==> src/hdl/fcsg_pkg.sv <==
// ----------------------------------------------------------------------------
// fcsg_pkg
// Types and constants for the filled circle span generator.
// ----------------------------------------------------------------------------
package fcsg_pkg;

	localparam int RADIUS_BITS_DEF = 6;
	localparam int COORD_BITS      = 10;

	// Midpoint walk constants
	localparam int DEC_INIT  = 3;   // decision start: 3 - 2r
	localparam int STEP_DIAG = 10;  // added with 4*(x-y) on a diagonal step
	localparam int STEP_AXIS = 6;   // added with 4*x on a straight step

	typedef struct packed {
		logic [7:0]  center_x;
		logic [7:0]  center_y;
		logic [5:0]  radius;
		logic [15:0] fill_color;
	} fcsg_req_t;

	typedef struct packed {
		logic [COORD_BITS-1:0] outer_start;
		logic [COORD_BITS-1:0] outer_end;
		logic [COORD_BITS-1:0] outer_row_low;
		logic [COORD_BITS-1:0] outer_row_high;
		logic [COORD_BITS-1:0] inner_start;
		logic [COORD_BITS-1:0] inner_end;
		logic [COORD_BITS-1:0] inner_row_low;
		logic [COORD_BITS-1:0] inner_row_high;
		logic [15:0]           span_color;
		logic                  last_step;
	} fcsg_span_t;

	typedef enum logic {
		ST_IDLE,
		ST_WALK
	} fcsg_state_t;

	typedef struct packed {
		logic load;  // capture request, init walk
		logic step;  // emit current spans, advance one step
	} fcsg_cmd_t;

	typedef struct packed {
		logic last;  // current point is the final one
	} fcsg_status_t;

endpackage

==> src/hdl/fcsg_datapath.sv <==
// ----------------------------------------------------------------------------
// fcsg_datapath
// Offset and decision registers of the midpoint walk, span adders, result register.
// ----------------------------------------------------------------------------
module fcsg_datapath #(
	parameter int RADIUS_BITS = fcsg_pkg::RADIUS_BITS_DEF
) (
	input  logic                 clk,
	input  logic                 arst_n,
	input  fcsg_pkg::fcsg_req_t  request,
	input  fcsg_pkg::fcsg_cmd_t  cmd,
	output fcsg_pkg::fcsg_status_t status,
	output fcsg_pkg::fcsg_span_t result,
	output logic                 result_valid
);

	localparam int OW = RADIUS_BITS + 2;  // signed offset width
	localparam int DW = RADIUS_BITS + 5;  // signed decision width
	localparam int CW = fcsg_pkg::COORD_BITS;

	localparam logic signed [DW-1:0] D_INIT = DW'(fcsg_pkg::DEC_INIT);
	localparam logic signed [DW-1:0] D_DIAG = DW'(fcsg_pkg::STEP_DIAG);
	localparam logic signed [DW-1:0] D_AXIS = DW'(fcsg_pkg::STEP_AXIS);

	logic [7:0]           cx_q, cy_q;
	logic [15:0]          color_q;
	logic signed [OW-1:0] xo_q, yo_q;
	logic signed [DW-1:0] d_q;

	logic [RADIUS_BITS-1:0] r_trunc;
	logic signed [OW-1:0]   r_off;
	logic signed [OW-1:0]   xo_nx, yo_nx, diff_nx;
	logic signed [DW-1:0]   d_nx;
	logic signed [31:0]     xo_w, yo_w;
	logic [CW-1:0]          ux, uy, cx10, cy10;
	fcsg_pkg::fcsg_span_t   span_c;
	fcsg_pkg::fcsg_span_t   result_q;
	logic                   valid_q;

	// radius taken modulo 2^RADIUS_BITS
	assign r_trunc = RADIUS_BITS'(request.radius);
	assign r_off   = signed'(OW'(r_trunc));

	// one midpoint step
	always_comb begin
		xo_nx   = xo_q + OW'(1);
		yo_nx   = yo_q;
		d_nx    = d_q + (DW'(xo_nx) <<< 2) + D_AXIS;
		diff_nx = xo_nx - yo_q;
		if (d_q > 0) begin
			yo_nx   = yo_q - OW'(1);
			diff_nx = xo_nx - yo_nx;
			d_nx    = d_q + (DW'(diff_nx) <<< 2) + D_DIAG;
		end
	end

	assign status.last = (yo_q < xo_q);

	// spans, modulo 1024
	assign xo_w = 32'(xo_q);
	assign yo_w = 32'(yo_q);
	assign ux   = xo_w[CW-1:0];
	assign uy   = yo_w[CW-1:0];
	assign cx10 = CW'(cx_q);
	assign cy10 = CW'(cy_q);

	always_comb begin
		span_c.outer_start    = cx10 - ux;
		span_c.outer_end      = cx10 + ux;
		span_c.outer_row_low  = cy10 + uy;
		span_c.outer_row_high = cy10 - uy;
		span_c.inner_start    = cx10 - uy;
		span_c.inner_end      = cx10 + uy;
		span_c.inner_row_low  = cy10 + ux;
		span_c.inner_row_high = cy10 - ux;
		span_c.span_color     = color_q;
		span_c.last_step      = status.last;
	end

	always_ff @(posedge clk) begin
		if (cmd.load) begin
			cx_q    <= request.center_x;
			cy_q    <= request.center_y;
			color_q <= request.fill_color;
			xo_q    <= '0;
			yo_q    <= r_off;
			d_q     <= D_INIT - (DW'(r_off) <<< 1);
		end else if (cmd.step) begin
			xo_q <= xo_nx;
			yo_q <= yo_nx;
			d_q  <= d_nx;
		end
		if (cmd.step) begin
			result_q <= span_c;
		end
	end

	always_ff @(posedge clk or negedge arst_n) begin
		if (!arst_n) begin
			valid_q <= 1'b0;
		end else begin
			valid_q <= cmd.step;
		end
	end

	assign result       = result_q;
	assign result_valid = valid_q;

endmodule

==> src/hdl/fcsg_ctrl.sv <==
// ----------------------------------------------------------------------------
// fcsg_ctrl
// Controller: idle until a request is taken, then walks until the final point.
// ----------------------------------------------------------------------------
module fcsg_ctrl (
	input  logic                   clk,
	input  logic                   arst_n,
	input  logic                   start,
	input  fcsg_pkg::fcsg_status_t status,
	output fcsg_pkg::fcsg_cmd_t    cmd,
	output logic                   busy
);

	fcsg_pkg::fcsg_state_t state_q, state_nx;

	always_comb begin
		state_nx = state_q;
		case (state_q)
			fcsg_pkg::ST_IDLE: begin
				if (start) state_nx = fcsg_pkg::ST_WALK;
			end
			fcsg_pkg::ST_WALK: begin
				if (status.last) state_nx = fcsg_pkg::ST_IDLE;
			end
			default: state_nx = fcsg_pkg::ST_IDLE;
		endcase
	end

	always_comb begin
		cmd.load = 1'b0;
		cmd.step = 1'b0;
		busy     = 1'b0;
		case (state_q)
			fcsg_pkg::ST_IDLE: begin
				cmd.load = start;
			end
			fcsg_pkg::ST_WALK: begin
				cmd.step = 1'b1;
				busy     = 1'b1;
			end
			default: busy = 1'b0;
		endcase
	end

	always_ff @(posedge clk or negedge arst_n) begin
		if (!arst_n) begin
			state_q <= fcsg_pkg::ST_IDLE;
		end else begin
			state_q <= state_nx;
		end
	end

endmodule

==> src/hdl/filled_circle_span_generator.sv <==
// After start is taken the request is loaded, then each walk step registers one span beat, one beat per cycle.
// Beats: radius r gives n = about r/sqrt2 + 2 beats (at most 48 for r = 63);
//   busy stays high for the whole walk, and start is taken only while the controller is idle.
// Reset: arst_n low clears the controller to idle and drops result_valid.
// The receiver cannot stall; every beat is on result for exactly one cycle.
// ----------------------------------------------------------------------------
// filled_circle_span_generator
// Midpoint circle walk that emits four horizontal fill spans per step.
// ----------------------------------------------------------------------------
module filled_circle_span_generator #(
	parameter int RADIUS_BITS = fcsg_pkg::RADIUS_BITS_DEF
) (
	input  logic                 clk,
	input  logic                 arst_n,
	input  logic                 start,
	output logic                 busy,
	input  fcsg_pkg::fcsg_req_t  request,
	output logic                 result_valid,
	output fcsg_pkg::fcsg_span_t result
);

	// Controller <-> datapath
	//   load: request taken in idle; datapath sets x=0, y=r, d=3-2r.
	//   step: one point per cycle; current spans go to the result register,
	//         offsets advance one midpoint step.
	//   last: y offset has dropped below x offset, so the point being
	//         emitted is the final one; controller returns to idle.
	fcsg_pkg::fcsg_cmd_t    cmd;
	fcsg_pkg::fcsg_status_t status;

	fcsg_ctrl u_ctrl (
		.clk    (clk),
		.arst_n (arst_n),
		.start  (start),
		.status (status),
		.cmd    (cmd),
		.busy   (busy)
	);

	// Spans are registered, so the last beat shows while the controller is
	// already idle and a new request can be taken in that same cycle.
	fcsg_datapath #(
		.RADIUS_BITS (RADIUS_BITS)
	) u_dp (
		.clk          (clk),
		.arst_n       (arst_n),
		.request      (request),
		.cmd          (cmd),
		.status       (status),
		.result       (result),
		.result_valid (result_valid)
	);

endmodule

==> config.mk <==
export PLATFORM = sky130hd
export DESIGN_NAME = filled_circle_span_generator
export DESIGN_NICKNAME = d
export VERILOG_FILES = /design/src/hdl/fcsg_pkg.sv /design/src/hdl/fcsg_datapath.sv /design/src/hdl/fcsg_ctrl.sv /design/src/hdl/filled_circle_span_generator.sv
export SDC_FILE = /design/constraint.sdc
export NUM_CORES = 1
export LEC_CHECK = 0
export BUFFER_PORTS_ARGS = -buffer_cell sky130_fd_sc_hd__buf_4
export CORE_UTILIZATION = 25
export CTS_BUF_LIST = sky130_fd_sc_hd__clkbuf_8
export CTS_CLUSTER_DIAMETER = 40
export CTS_CLUSTER_SIZE = 8
export DETAILED_ROUTE_END_ITERATION = 12
export GPL_TIMING_DRIVEN = 0
export PLACE_DENSITY_LB_ADDON = 0.05
export SETUP_SLACK_MARGIN = 0.3
export SLEW_MARGIN = 10
export SYNTH_ARGS = -nofsm -noshare
export SYNTH_HDL_FRONTEND = slang
export SYNTH_SLANG_ARGS = --single-unit
==> constraint.sdc <==
create_clock -name clk -period 4.8 [get_ports clk]
set_input_delay 0.96 -clock clk [delete_from_list [all_inputs] [get_ports clk]]
set_output_delay 0.96 -clock clk [all_outputs]
set_load 0.02 [all_outputs]
======== Word-level counts from Yosys, hierarchy flattened ========
Cells that the tools add are included.
storage, ports and cells
  output and inout bits ................... 99
  bits of input ports ..................... 41
  bits in registers ....................... 158
  word-level logic and storage cells ...... 53
operators by class
  bitwise operators ....................... 1
  reductions and logical operators ........ 4
  magnitude comparators ................... 2
  add/subtract/negate cells ............... 16
  muxes and demuxes ....................... 11
operator list
  cell                                                                               count
  9-bit by 8-bit adder with 10-bit output                                            4
  9-bit by 8-bit subtractor with 10-bit output                                       4
  11-bit 2-to-1 mux                                                                  3
  11-bit by 10-bit adder with 11-bit output                                          2
  6-bit 2-to-1 mux                                                                   3
  11-bit by 4-bit adder with 11-bit output (second input constant)                   1
  11-bit by 5-bit adder with 11-bit output (second input constant)                   1
  11-bit by 1-bit greater-than comparator with 1-bit output (second input constant)  1
  8-bit by 2-bit adder with 8-bit output (second input constant)                     1
  8-bit < comparator                                                                 1
  2-bit by 7-bit subtractor with 8-bit output (first input constant)                 1
  8-bit by 2-bit subtractor with 8-bit output (second input constant)                1
  8-bit subtractor                                                                   1
  1-bit 2-to-1 mux                                                                   4
  2-bit AND reduction                                                                2
  2-bit nonzero test                                                                 2
  1-bit case mux with 2 select lines                                                 1
  1-bit inverter                                                                     1

======== Depth between registers and ports, before layout ========
Gate-level depths: netlist of run 1.
  word-level depth ........................ 7
  depth in mapped cells ................... 19
  gate-level depth less buffers ........... 19

======== Modules after synthesis ========
From an unflattened synthesis of run 1, not the netlist that was laid out.
unflattened totals
  cell total of the unflattened synthesis .. 793
  area total of the unflattened synthesis .. 9,291.4 µm²
by module, submodules not included
  module         area an instance (µm²)  cells each  instances  seq. area each (µm²)
  fcsg_datapath  9,243.9                 788         1          4,459.3
  fcsg_ctrl      47.5                    5           1          25.0

======== Worst setup path before layout of run 1 ========
No wires, ideal clock.
  path type ............................... reg2reg
  start ................................... register u_dp.yo_q[1]
  end ..................................... register u_dp.d_q[10], data pin
  slack ................................... 0.541 ns
  data required time ...................... 4.546 ns
  stages on the path, launching flop included .. 20
  clock period less this slack ............ 4.259 ns
  arrival ................................. 4.005 ns
  cells stage by stage .................... edfxtp_1 -> inv_1 -> ha_1 -> ha_1 -> nor2b_1 -> o21a_1 -> nor3_1 -> or4_4 -> nand2_1 -> xor2_1 -> ha_1 -> ha_1 -> nand3_1 -> o211ai_1 -> nor4_1 -> nor3_1 -> xor2_1 -> xnor3_1 -> nand2b_1 -> a21bo_1
between the ends
  word-level cells in the longest chain between the ends .. 7
ends and longest elaborated chain
  element                                      RTL line             source
  start: declaration                           fcsg_datapath.sv:27  logic signed [OW-1:0] xo_q, yo_q;
  start signal: assignment                     fcsg_datapath.sv:86  yo_q <= r_off;
  start signal: assignment                     fcsg_datapath.sv:90  yo_q <= yo_nx;
  8-bit by 2-bit subtractor with 8-bit output  fcsg_datapath.sv:51  yo_nx = yo_q - OW'(1);
  8-bit subtractor                             fcsg_datapath.sv:52  diff_nx = xo_nx - yo_nx;
  11-bit by 10-bit adder with 11-bit output    fcsg_datapath.sv:53  d_nx = d_q + (DW'(diff_nx) <<< 2) + D_DIAG;
  11-bit by 5-bit adder with 11-bit output     fcsg_datapath.sv:53
  11-bit 2-to-1 mux                            fcsg_datapath.sv:50  if (d_q > 0) begin
  11-bit 2-to-1 mux                            fcsg_datapath.sv:88  end else if (cmd.step) begin
  11-bit 2-to-1 mux                            fcsg_datapath.sv:81  if (cmd.load) begin
  end signal: assignment                       fcsg_datapath.sv:87  d_q <= D_INIT - (DW'(r_off) <<< 1);
  end signal: assignment                       fcsg_datapath.sv:91  d_q <= d_nx;
  end: declaration                             fcsg_datapath.sv:28  logic signed [DW-1:0] d_q;
No other way between the ends. The select of a mux whose other input is x is not followed.
A chain may end at the register's enable or synchronous reset.

======== Final worst setup path of run 1 ========
Ends and elaborated chain as after synthesis.

==> results of run 1 <==
## repair_timing
action                                  CTS  global route
setup buffers                             3            13
pin swaps                                 1            11
gates resized for setup                   6            17
endpoints found under the setup margin    3             2
## placed cells by master (no fill, tap or decap), types with 17 or more instances in the layout
cell type                    n
sky130_fd_sc_hd__xor2_1     25
sky130_fd_sc_hd__a21oi_1    55
sky130_fd_sc_hd__inv_1      92
sky130_fd_sc_hd__o21ai_1    19
sky130_fd_sc_hd__nor2_1     56
sky130_fd_sc_hd__buf_4     159
sky130_fd_sc_hd__edfxtp_1  141
sky130_fd_sc_hd__o21ai_0    33
sky130_fd_sc_hd__xnor2_1    47
sky130_fd_sc_hd__clkbuf_8   17
sky130_fd_sc_hd__nand2_1    33
sky130_fd_sc_hd__ha_1      115
## layout make-up
| cell class | count | area (um2) |
|---|---|---|
| clock inverter | 15 | 147.6 |
| fill | 3793 | 24960 |
| clock buffer | 17 | 234.0 |
| tap | 468 | 585.6 |
| sequential | 153 | 4497 |
| timing repair buffer | 157 | 1204 |
| multi-input combinational | 550 | 4456 |
| buffer | 15 | 75.07 |
| inverter | 95 | 360.3 |
## sequential cells by signal, indices dropped and copies added (netlist names)
name,flops
u_ctrl.state_q,1
u_dp.color_q,16
u_dp.cx_q,8
u_dp.cy_q,8
u_dp.d_q,10
u_dp.result,93
u_dp.result_valid,1
u_dp.xo_q,8
u_dp.yo_q,8
## cells by family after synthesis
group	Yosys count	share of synthesized area, %
muxes	9	0.9734
AOI/OAI and AO/OA	164	10.69
xor gates and xnor gates	80	8.084
DFF	153	48.45
adders and majority gates	131	18.58
and+or+nand+nor	166	8.598
buffers and inverters	110	4.623
## how the worst max path moves through the flow
stage / end / slack [ns] / depth (start not counted)
CTS: u_dp.d_q[10]$_DFFE_PP_ / 0.32 / 19
global route: u_dp.d_q[10]$_DFFE_PP_ / 0.25 / 19
detailed placement: u_dp.d_q[10]$_DFFE_PP_ / -0.27 / 19
finish: u_dp.d_q[10]$_DFFE_PP_ / 0.51 / 19
global placement: u_dp.d_q[5]$_DFFE_PP_ / -2.10 / 6
floorplan: u_dp.d_q[10]$_DFFE_PP_ / 0.54 / 19
## stage by stage
stage | area, um2 | utilization [%] | hold slack (ns) | setup slack [ns]
3_5_place_dp | 10930 | 29.93 | 0.4061 | -0.2714
4_1_cts | 11350 | 31.09 | 0.1881 | 0.3242
3_3_place_gp | 10880 | 29.80 | 0.4005 | -2.100
6_report | 11560 | 31.65 | 0.2463 | 0.5062
2_1_floorplan | 9255 | - | 0.4003 | 0.5409
5_1_grt | 11560 | 31.65 | 0.1860 | 0.2460
## layer usage
metal  GRT usage [%]  up-vias  part of all wire [%]
li1                -     3196                     -
met2           22.97       85                    48
met1           18.09     3025                    48
met4           4.115        0                   1.2
met3           3.019       16                   2.7
met5               0        -                     0
==> out/summary.md, run 1 <==
For the final database, setup skew stands at 0.02862 ns. Of all cell types, the one taking the most synthesized area is sky130_fd_sc_hd__edfxtp_1. Setup violations remaining at the end of the flow were counted as 0. TritonCTS created 17 clock buffers.

The tools report the origin of the worst setup path as u_dp.yo_q[1]$_DFFE_PP_. The number of levels the H-tree was split into is 4, and the routed wirelength normalized by instance count is 17.08 um. The endpoint arrival time on the critical path is 4.53 ns, and the final clock period utilization by the worst path is 89.45%. In this design, the stage delay of the slowest critical-path cell is 0.56 ns. After detailed routing, the total wire length is 25110 um. The global-route wire length before repair is 38800 um. The number of antenna violations at the first check in global routing is 0. For the row count, the log shows 70. The library cell contributing the largest single delay on the critical path is sky130_fd_sc_hd__or4_4. For this run, the top clock speed supported by timing is 232.9 MHz.

The number of buffers on the longest clock path is 2. In this run, placement finished with an instance count of 1422. The flow ran to the end, and the final reports show no timing, DRC or antenna violations.

From synthesis to final layout, the design area changed by 24.89%. Root buffer cell: sky130_fd_sc_hd__clkbuf_8. The remaining max-slew budget at the tightest pin was 52.64%; the mean instance size in the synthesized netlist was 11.38 um2. Family with the most delay on the worst path: simple AND/OR/NAND/NOR gates. After clock tree synthesis, the clock-pin slew on the worst setup and hold paths is 0.11 ns.

The post-layout minimum cycle time works out to 4.294 ns. The worst setup path is launched from a register. The worst setup slack for register-to-register paths was 0.51 ns; the number of flops mapped to enable cells by yosys was 141. The number of distinct library cells after synthesis was 51; the die width was 194.4 um. Maximum number of pins on one net before global-route repair: 42.

After synthesis, the most frequently instantiated cells are sky130_fd_sc_hd__edfxtp_1 (141), sky130_fd_sc_hd__ha_1 (119), sky130_fd_sc_hd__inv_1 (94), sky130_fd_sc_hd__nor2_1 (56), sky130_fd_sc_hd__a21oi_1 (55). The placeable core region is 36520 um2. Counting every sink on the clock net gives 153. The first routing iteration left 227 violations. The number of I/O pins came out at 140. In this run the vertical extent of the chip is 194.4 um. After routing, the total negative slack on setup checks comes to 0 ns. Routability-driven placement finished with a final weighted congestion of 0.7484.

The tools report the count of final hold-check violations as 0. The share of synthesized area occupied by flip-flops and latches is 48.45%. For this configuration, the core starts out at a cell density of 25.34%.

Post-layout net count: 1160. The die covers 37790 um2. The post-synth design cell area was 9255 um2. The combined buffer and inverter count along the critical path was 1.

The path class of the tightest hold or removal check is in -> async. The worst register-to-register path has a depth of 19. Setup repair after global routing could not meet its margin everywhere.

The tools report the global router's overall resource usage as 13.88%. Along the worst path, the maximum fanout reaches 4. The via-per-instance ratio was 4.301; the clock latency on the worst-skew pair was 0.50 ns.

The setup path with the least slack is of type reg -> reg. By instance count, the leading cell after synthesis is sky130_fd_sc_hd__edfxtp_1. The share of final-layout standard cells stronger than drive strength 1 came out at 22.16%.

The endpoint type of the worst setup path was a register. The number of hold buffers added after CTS was 0. Yosys printed 0 warnings. The count of nets left with antenna violations once routing finished came out at 0. Port buffering added 139 buffers. The number of maximum-capacitance violations was 0; the share of flip-flops with an asynchronous set or reset after synthesis was 1.307%.

Number of vias after detailed routing: 6322. Total nets after synthesis: 984. The run gives 0 as the count of final max-slew check failures. The number of remaining DRC errors is 0. In this run the critical register-to-register path is captured at u_dp.d_q[10]$_DFFE_PP_. The critical path goes through clkinvlp_4 -> ha_4 -> ha_4 -> nor2b_4 -> o21a_1 -> nor3_2 -> or4_4 -> nand2_2 -> xor2_2 -> ha_1 -> ha_4 -> nand3_1 -> o211ai_1 -> nor4_1 -> nor3_1 -> xor2_1 -> xnor3_1 -> nand2b_1 -> a21bo_1. The tools report the count of antenna diodes in the layout as 0. By area the synthesized netlist is led by sky130_fd_sc_hd__edfxtp_1 (46%), sky130_fd_sc_hd__ha_1 (16%), sky130_fd_sc_hd__xnor2_1 (4.6%), sky130_fd_sc_hd__inv_1 (3.8%), sky130_fd_sc_hd__a21oi_1 (3.0%). The worst register-to-register path begins at u_dp.yo_q[1]$_DFFE_PP_.

STA puts the critical path data required time at 5.04 ns. Counting stages on the worst path, the most repeated cell is sky130_fd_sc_hd__ha_4. TritonCTS built the clock tree. The number of instances in the synthesized netlist was 813. Post-layout instance count excluding filler cells: 1470. The pre-antenna-repair detailed-routing pass consisted of 4 iterations. The total half-perimeter wirelength after legalization and detailed placement is 19450 um, and the global route total overflow is 0.

The total of flip-flops plus latches after synthesis works out to 153. At the pin with the least slew margin, the transition time is 0.7105 ns. Among all flip-flop cells after synthesis, the most frequent one is sky130_fd_sc_hd__edfxtp_1. Number of global-route vias before repair: 6693. The fraction of post-synthesis cell area in the top cell type by area works out to 45.75%.
Power of run 1 is not shown: default switching activity piles up to over one toggle a cycle in this logic, so the estimate is an artifact.
==> run 2, diff against run 1 <==
--- a/config.mk
+++ b/config.mk
@@ -13,6 +13,7 @@
 export DETAILED_ROUTE_END_ITERATION = 12
 export GPL_TIMING_DRIVEN = 0
 export PLACE_DENSITY_LB_ADDON = 0.05
+export REMOVE_ABC_BUFFERS = 1
 export SETUP_SLACK_MARGIN = 0.3
 export SLEW_MARGIN = 10
 export SYNTH_ARGS = -nofsm -noshare
==> out/summary.md, run 2 (same netlist as run 1, synthesis figures left out) <==
The number of antenna diodes in the final layout is 0. Timing would allow up to 229.6 MHz. The first global-routing pass estimated 37120 um of wire. The floorplan step set the die width to 194.4 um. In the final layout, the share of cells above drive strength 1 is 20.96%. The library cell used most frequently in the layout, excluding fill and tap cells, is sky130_fd_sc_hd__buf_4. The global router's overall resource usage is 13.35%. The final clock period utilization by the worst path came out at 90.75%.

For the final routed database, the setup TNS stands at 0 ns. Detailed placement ended at an HPWL of 19020 um. The tools report the number of maximum-capacitance violations as 0. The tools report the endpoint type of the worst setup path as a register. Remaining antenna violation count: 0. The tools report the root buffer cell as sky130_fd_sc_hd__clkbuf_8. The depth of the most critical reg-to-reg path is 19, and the number of vias after detailed routing is 6160. After layout, the minimum clock period comes to 4.356 ns. The clock-pin slew on the worst setup and hold paths is 0.10 ns.

The final design instance area without fill is 11460 um2. The number of antenna violations at the first check in global routing was 0; the endpoint arrival time on the critical path was 4.60 ns. The H-tree generated during clock tree synthesis spans 4 levels. TritonCTS created 17 clock buffers. The final layout contains 1136 nets.

The logs give 0 for the final setup violation count and 5.04 ns for the required time at the worst-slack endpoint. The slew at the pin closest to its max-slew limit was 0.8425 ns. The run finished with clean final reports. Worst setup slack for register-to-register paths: 0.44 ns. Relative to the synthesized area, the layout overhead comes to 23.78%. Measured against its own limit, the worst slew margin works out to 43.83%. Setup repair after global routing could not meet its margin everywhere. Summed over all layers, the routed wires come to 24520 um. After detailed routing, the number of remaining DRC violations is 0. Port buffering added 139 buffers. The number of I/O pins is 140, and the top fanout value on the critical path is 5.

Flip-flop count of the largest register after layout: 93. In this run the critical register-to-register path is captured at u_dp.d_q[10]$_DFFE_PP_. The clock passes through at most 2 buffers. The core region is 36520 um2.

TritonCTS built the clock tree. The worst setup path is launched from a register. The placed instances occupy a cell area of 10880 um2.

The height of the die was 194.4 um; the number of global-route vias before repair was 6367. The logs give 25.34% for the initial standard-cell utilization of the core and 37790 um2 for the total die area. For the detailed-router iteration count before antenna repair, the log shows 6. The critical path is of the reg -> reg type.

For this block, the initial DRC count from the detailed router was 204. The maximum number of pins on one net before global-route repair is 46. The fill cell total of the finished layout is 3776.

For the row count, the log shows 70. The count of final hold-check violations is 0. The count of final max-slew check failures is 0. The number of placed instances, taps included, is 1408. Post-layout instance count excluding filler cells: 1446. For this design, the sink count on the clock tree is 153.

The worst clock skew was 0.01976 ns. The library cells used most frequently in the layout, excluding fill and tap cells, are sky130_fd_sc_hd__buf_4 (145), sky130_fd_sc_hd__edfxtp_1 (141), sky130_fd_sc_hd__ha_1 (115). For this run the aggregate overflow at the end of global routing stands at 0. The clock latency on the worst-skew pair came out at 0.49 ns. The worst hold path belongs to the class in -> async.

The startpoint identified for the worst register-to-register timing path is u_dp.yo_q[1]$_DFFE_PP_. The via-per-instance ratio was 4.260. The routed wirelength normalized by instance count was 16.96 um; the final RePlAce weighted congestion was 0.7407.
run 2: stage by stage:
step	util, %	hold slack, ns	worst slack [ns]
6_report	31.37	0.2536	0.4438
5_1_grt	31.37	0.1935	0.2452
4_1_cts	31.13	0.1939	0.3550
3_5_place_dp	29.80	0.4045	-0.3122
3_3_place_gp	29.61	0.4007	-2.442
2_1_floorplan	-	0.4003	0.3216
run 2: cell type report:
type	instances	area, um2	area share, %
Inverter	95	359.1	3.135
Clock buffer	19	261.5	2.283
Clock inverter	13	152.6	1.332
Multi-Input combinational cell	550	4444	38.79
Sequential cell	153	4497	39.25
Timing Repair Buffer	148	1156	10.09
Tap cell	468	585.6	5.111
run 2: per-layer routing:
metal  wire, um  up-vias  GRT usage, %
met5          0        -             0
met4        265        0         3.704
met3        534       15         2.638
met2      12010       68         22.60
met1      11720     2929         17.24
li1           -     3148             -
run 2: worst max path at each step:
stage	startpoint	to	slack, ns	cells past startpoint
2_1_floorplan	u_ctrl.state_q$_DFF_PN0_	u_dp.d_q[10]$_DFFE_PP_	0.32	4
3_3_place_gp	u_ctrl.state_q$_DFF_PN0_	u_dp.d_q[10]$_DFFE_PP_	-2.44	4
3_5_place_dp	u_dp.yo_q[1]$_DFFE_PP_	u_dp.d_q[10]$_DFFE_PP_	-0.31	19
4_1_cts	u_dp.yo_q[1]$_DFFE_PP_	u_dp.d_q[10]$_DFFE_PP_	0.36	19
5_1_grt	u_dp.yo_q[1]$_DFFE_PP_	u_dp.d_q[10]$_DFFE_PP_	0.25	19
6_report	u_dp.yo_q[1]$_DFFE_PP_	u_dp.d_q[10]$_DFFE_PP_	0.44	19
run 2: repair_timing:
item / 4_1_cts / 5_1_grt
hold buffers: 0 / 0
endpoints found under the hold margin: 0 / 0
pin swaps: 6 / 8
setup buffers: 5 / 1
resized for setup: 8 / 13
setup endpoints to repair: 3 / 1
run 2: worst max-delay path: stages (launching register included):
cell	delay [ns]
sky130_fd_sc_hd__edfxtp_1	0.51
sky130_fd_sc_hd__inv_4	0.14
sky130_fd_sc_hd__ha_4	0.22
sky130_fd_sc_hd__ha_1	0.27
sky130_fd_sc_hd__nor2b_2	0.12
sky130_fd_sc_hd__o21a_1	0.16
sky130_fd_sc_hd__nor3_1	0.07
sky130_fd_sc_hd__or4_4	0.59
sky130_fd_sc_hd__nand2_4	0.12
sky130_fd_sc_hd__xor2_4	0.18
sky130_fd_sc_hd__ha_4	0.23
sky130_fd_sc_hd__ha_4	0.28
sky130_fd_sc_hd__nand3_1	0.06
sky130_fd_sc_hd__o211ai_1	0.24
sky130_fd_sc_hd__nor4_1	0.08
sky130_fd_sc_hd__nor3_1	0.27
sky130_fd_sc_hd__xor2_1	0.20
sky130_fd_sc_hd__xnor3_1	0.16
sky130_fd_sc_hd__nand2b_1	0.06
sky130_fd_sc_hd__a21bo_1	0.16
Power of run 2 is left out for the same reason.
==> run 3, diff against run 2 <==
--- a/config.mk
+++ b/config.mk
@@ -5,6 +5,7 @@
 export SDC_FILE = /design/constraint.sdc
 export NUM_CORES = 1
 export LEC_CHECK = 0
+export ABC_CLOCK_PERIOD_IN_PS = 4800
 export BUFFER_PORTS_ARGS = -buffer_cell sky130_fd_sc_hd__buf_4
 export CORE_UTILIZATION = 25
 export CTS_BUF_LIST = sky130_fd_sc_hd__clkbuf_8
@@ -15,6 +16,7 @@
 export PLACE_DENSITY_LB_ADDON = 0.05
 export REMOVE_ABC_BUFFERS = 1
 export SETUP_SLACK_MARGIN = 0.3
+export SKIP_CTS_REPAIR_TIMING = 1
 export SLEW_MARGIN = 10
 export SYNTH_ARGS = -nofsm -noshare
 export SYNTH_HDL_FRONTEND = slang
==> constraint.sdc (replaced) <==
create_clock -name clk -period 4.8 [get_ports clk]
set_input_delay 0.96 -clock clk [delete_from_list [all_inputs] [get_ports clk]]
set_output_delay 0.96 -clock clk [all_outputs]
set_load 0.005 [all_outputs]
==> out/summary.md, run 3 (same netlist as run 1, synthesis figures left out) <==
Library cell contributing the largest single delay on the critical path: sky130_fd_sc_hd__edfxtp_1. The first global-routing pass estimated 36910 um of wire. Summed over all layers, the routed wires come to 24350 um. The register with the most flip-flops in the layout has 93 of them. The tools report the number of vias after detailed routing as 6163.

The worst pin sits at a relative slew slack of 47.09%. Clock skew on the completed layout was measured at 0.02050 ns. The clock-pin slew on the worst setup and hold paths was 0.10 ns; the routed wirelength normalized by instance count was 16.77 um. The final setup violation count came out at 0.

The total power of the final layout came out at 9.522 mW. The worst setup slack for register-to-register paths is 0.12 ns. The most numerous cell type found on the critical path is sky130_fd_sc_hd__ha_4.

The number of antenna violations at the first check in global routing is 0, and the fraction of power spent switching nets is 41.32%. The cell sitting at the root of the clock tree is a sky130_fd_sc_hd__clkbuf_8. The logs give 17 for the number of buffers inserted during clock tree synthesis and 0 for the number of remaining DRC errors. The final critical path takes up 97.45% of the cycle. In this run the critical register-to-register path is launched from u_dp.yo_q[1]$_DFFE_PP_. Combinational logic burns 59.7% of the power. The tools report the critical path launch point type as a register. The number of DRC markers after the initial detailed-route iteration was 197; the number of sinks handled by clock tree synthesis was 153. The tightest min-delay check is of the in -> async type.

The placeable core region was 36520 um2; the detailed-router iteration count before antenna repair was 6. The worst path needs 4.678 ns of the cycle, external delays included. The worst register-to-register path has a depth of 19. The cell-internal power was 5.587 mW. The run finished with clean final reports. The row count is 70, and the maximum number of pins on one net before global-route repair is 46. For this design the total switching power over the nets is 3.934 mW. The tools report the number of maximum-capacitance violations as 0. The endpoint type of the worst setup path was a register.

For the total half-perimeter wirelength after legalization and detailed placement, the log shows 19020 um. Data on the critical path is required at its endpoint by 5.04 ns. Cells with a size suffix above 1 make up 21.04% of the layout.

The logs give 4491 um2 for the area taken by flip-flops and latches and 25.34% for the initial standard-cell utilization of the core. Number of buffers added on ports: 139. For the endpoint arrival time on the critical path, the log shows 4.92 ns. Routability-driven placement finished with a final weighted congestion of 0.7407.

The tools report the worst IR drop on VDD as 0.0004724 V. The critical path goes through clkinvlp_4 -> ha_4 -> xnor2_2 -> ha_1 -> o21a_1 -> nor3_2 -> or4_4 -> nand2_4 -> xor2_4 -> ha_4 -> ha_4 -> nand3_2 -> o211ai_1 -> nor4_1 -> nor3_1 -> xor2_1 -> xnor3_1 -> nand2b_1 -> a21bo_1. Dividing the detail-routed via count by the number of cells gives 4.244.

Count of final hold-check violations: 0. The height of the die was 194.4 um. In the final design database the tool counted 1142 nets. The most common library cell in the layout ignoring fill and taps was sky130_fd_sc_hd__buf_4. At the pin with the least slew margin, the transition time is 0.7937 ns. In this run the static leakage power is 4.812 nW.

For this run, the top clock speed supported by timing is 213.8 MHz. After detailed placement, the total cell area comes to 10880 um2. The die width was 194.4 um; the global router's overall resource usage was 13.26%.

In this run the count of I/O pins placed on the die edge is 140. Final hold analysis gives a worst-case slack of 0.2535 ns. The clock latency on the worst-skew pair is 0.48 ns.

The detail route stage leaves a number of antenna-violating nets equal to 0. The filler cells instantiated in the layout total 3773. The power share of the sequential group came out at 29.1%. The count of final max-slew check failures was 0.

In this run the number of H-tree levels came out at 4. In the layout the commonest cells are sky130_fd_sc_hd__buf_4 (151), sky130_fd_sc_hd__edfxtp_1 (141), sky130_fd_sc_hd__ha_1 (115). The power share of the clock group was 11.2%; the number of cells after detailed placement was 1408.

For this design the ratio of total power to cell area is 828.8 nW/um2. The number of antenna diodes in the final layout is 0. The final setup TNS came out at 0 ns.

TritonCTS built the clock tree. Setup repair after global routing could not meet its margin everywhere. The final design instance area without fill is 11490 um2, and the area overhead of the layout relative to synthesis is 24.13%. Post-layout instance count excluding filler cells: 1452. By startpoint and endpoint, the worst setup path is classified as reg -> reg.

The clock passes through at most 2 buffers. The area taken by multi-input logic gates was 4437 um2; the largest stage delay on the critical path was 0.59 ns. The number of global-route vias before repair was 6339. The tools report the endpoint of the worst-slack reg-to-reg timing path as u_dp.d_q[10]$_DFFE_PP_.

Global routing finished with a remaining overflow of 0. The die covers 37790 um2. The top fanout value on the critical path works out to 6.
[run 3: changes by cell type in the layout (fill, tap and decap cells not counted), moves of 2 or more]
cell / change
sky130_fd_sc_hd__dfxtp_4: -2
sky130_fd_sc_hd__buf_4: +6
sky130_fd_sc_hd__o21ai_0: -2
sky130_fd_sc_hd__o21ai_1: +2
[run 3: layout make-up]
| type | count | share of cell area [%] |
|---|---|---|
| clock buffers | 19 | 2.276 |
| clock inverters | 13 | 1.329 |
| inverters | 95 | 3.137 |
| multi-input cells | 550 | 38.62 |
| flip-flops and latches | 153 | 39.09 |
| well taps | 468 | 5.097 |
| repair buffers | 154 | 10.46 |
[run 3: worst max-delay path: cells and delay by family, from the launching register on]
kind	cells	cell delay (ns)
buffers and inverters	1	0.30
xor gates and xnor gates	4	0.67
AOI/OAI and AO/OA	3	0.60
adders and majority gates	4	1.08
and+or+nand+nor	7	1.17
DFF	1	0.59
[run 3: metrics by stage]
step / utilization [%] / worst slack [ns]
floorplan: - / 0.4161
global placement: 29.61 / -2.442
detailed placement: 29.80 / -0.3122
CTS: 30.94 / -0.3598
global route: 31.46 / -0.08844
finish: 31.46 / 0.1225
[run 3: metal layers]
layer | global-route usage, % | share of wire, % | vias to the layer above
li1 | - | - | 3170
met1 | 17.02 | 48 | 2913
met2 | 22.54 | 49 | 65
met3 | 2.638 | 2.1 | 15
met4 | 3.704 | 1.1 | 0
met5 | 0 | 0 | -
[run 3: how the worst max path moves through the flow]
stage / from / slack, ns / endpoint / cells past startpoint
2_1_floorplan: u_ctrl.state_q$_DFF_PN0_ / 0.42 / u_dp.d_q[10]$_DFFE_PP_ / 4
3_3_place_gp: u_ctrl.state_q$_DFF_PN0_ / -2.44 / u_dp.d_q[10]$_DFFE_PP_ / 4
3_5_place_dp: u_dp.yo_q[1]$_DFFE_PP_ / -0.31 / u_dp.d_q[10]$_DFFE_PP_ / 19
4_1_cts: u_dp.yo_q[1]$_DFFE_PP_ / -0.36 / u_dp.d_q[10]$_DFFE_PP_ / 19
5_1_grt: u_dp.yo_q[1]$_DFFE_PP_ / -0.09 / u_dp.d_q[10]$_DFFE_PP_ / 19
6_report: u_dp.yo_q[1]$_DFFE_PP_ / 0.12 / u_dp.d_q[10]$_DFFE_PP_ / 19
[run 3: power by group through the flow]
| stage | clock [mW] | combinational [mW] | sequential [mW] |
|---|---|---|---|
| after global placement | 0 | 5.22 | 3.01 |
| after floorplan | 0 | 3.49 | 2.82 |
| final | 1.07 | 5.69 | 2.77 |
| after global routing | 1.17 | 6.48 | 2.85 |
| after detailed placement | 0 | 5.43 | 2.83 |
| after CTS | 1.13 | 5.45 | 2.80 |
Note: power is estimated with default switching activity, not from simulation.
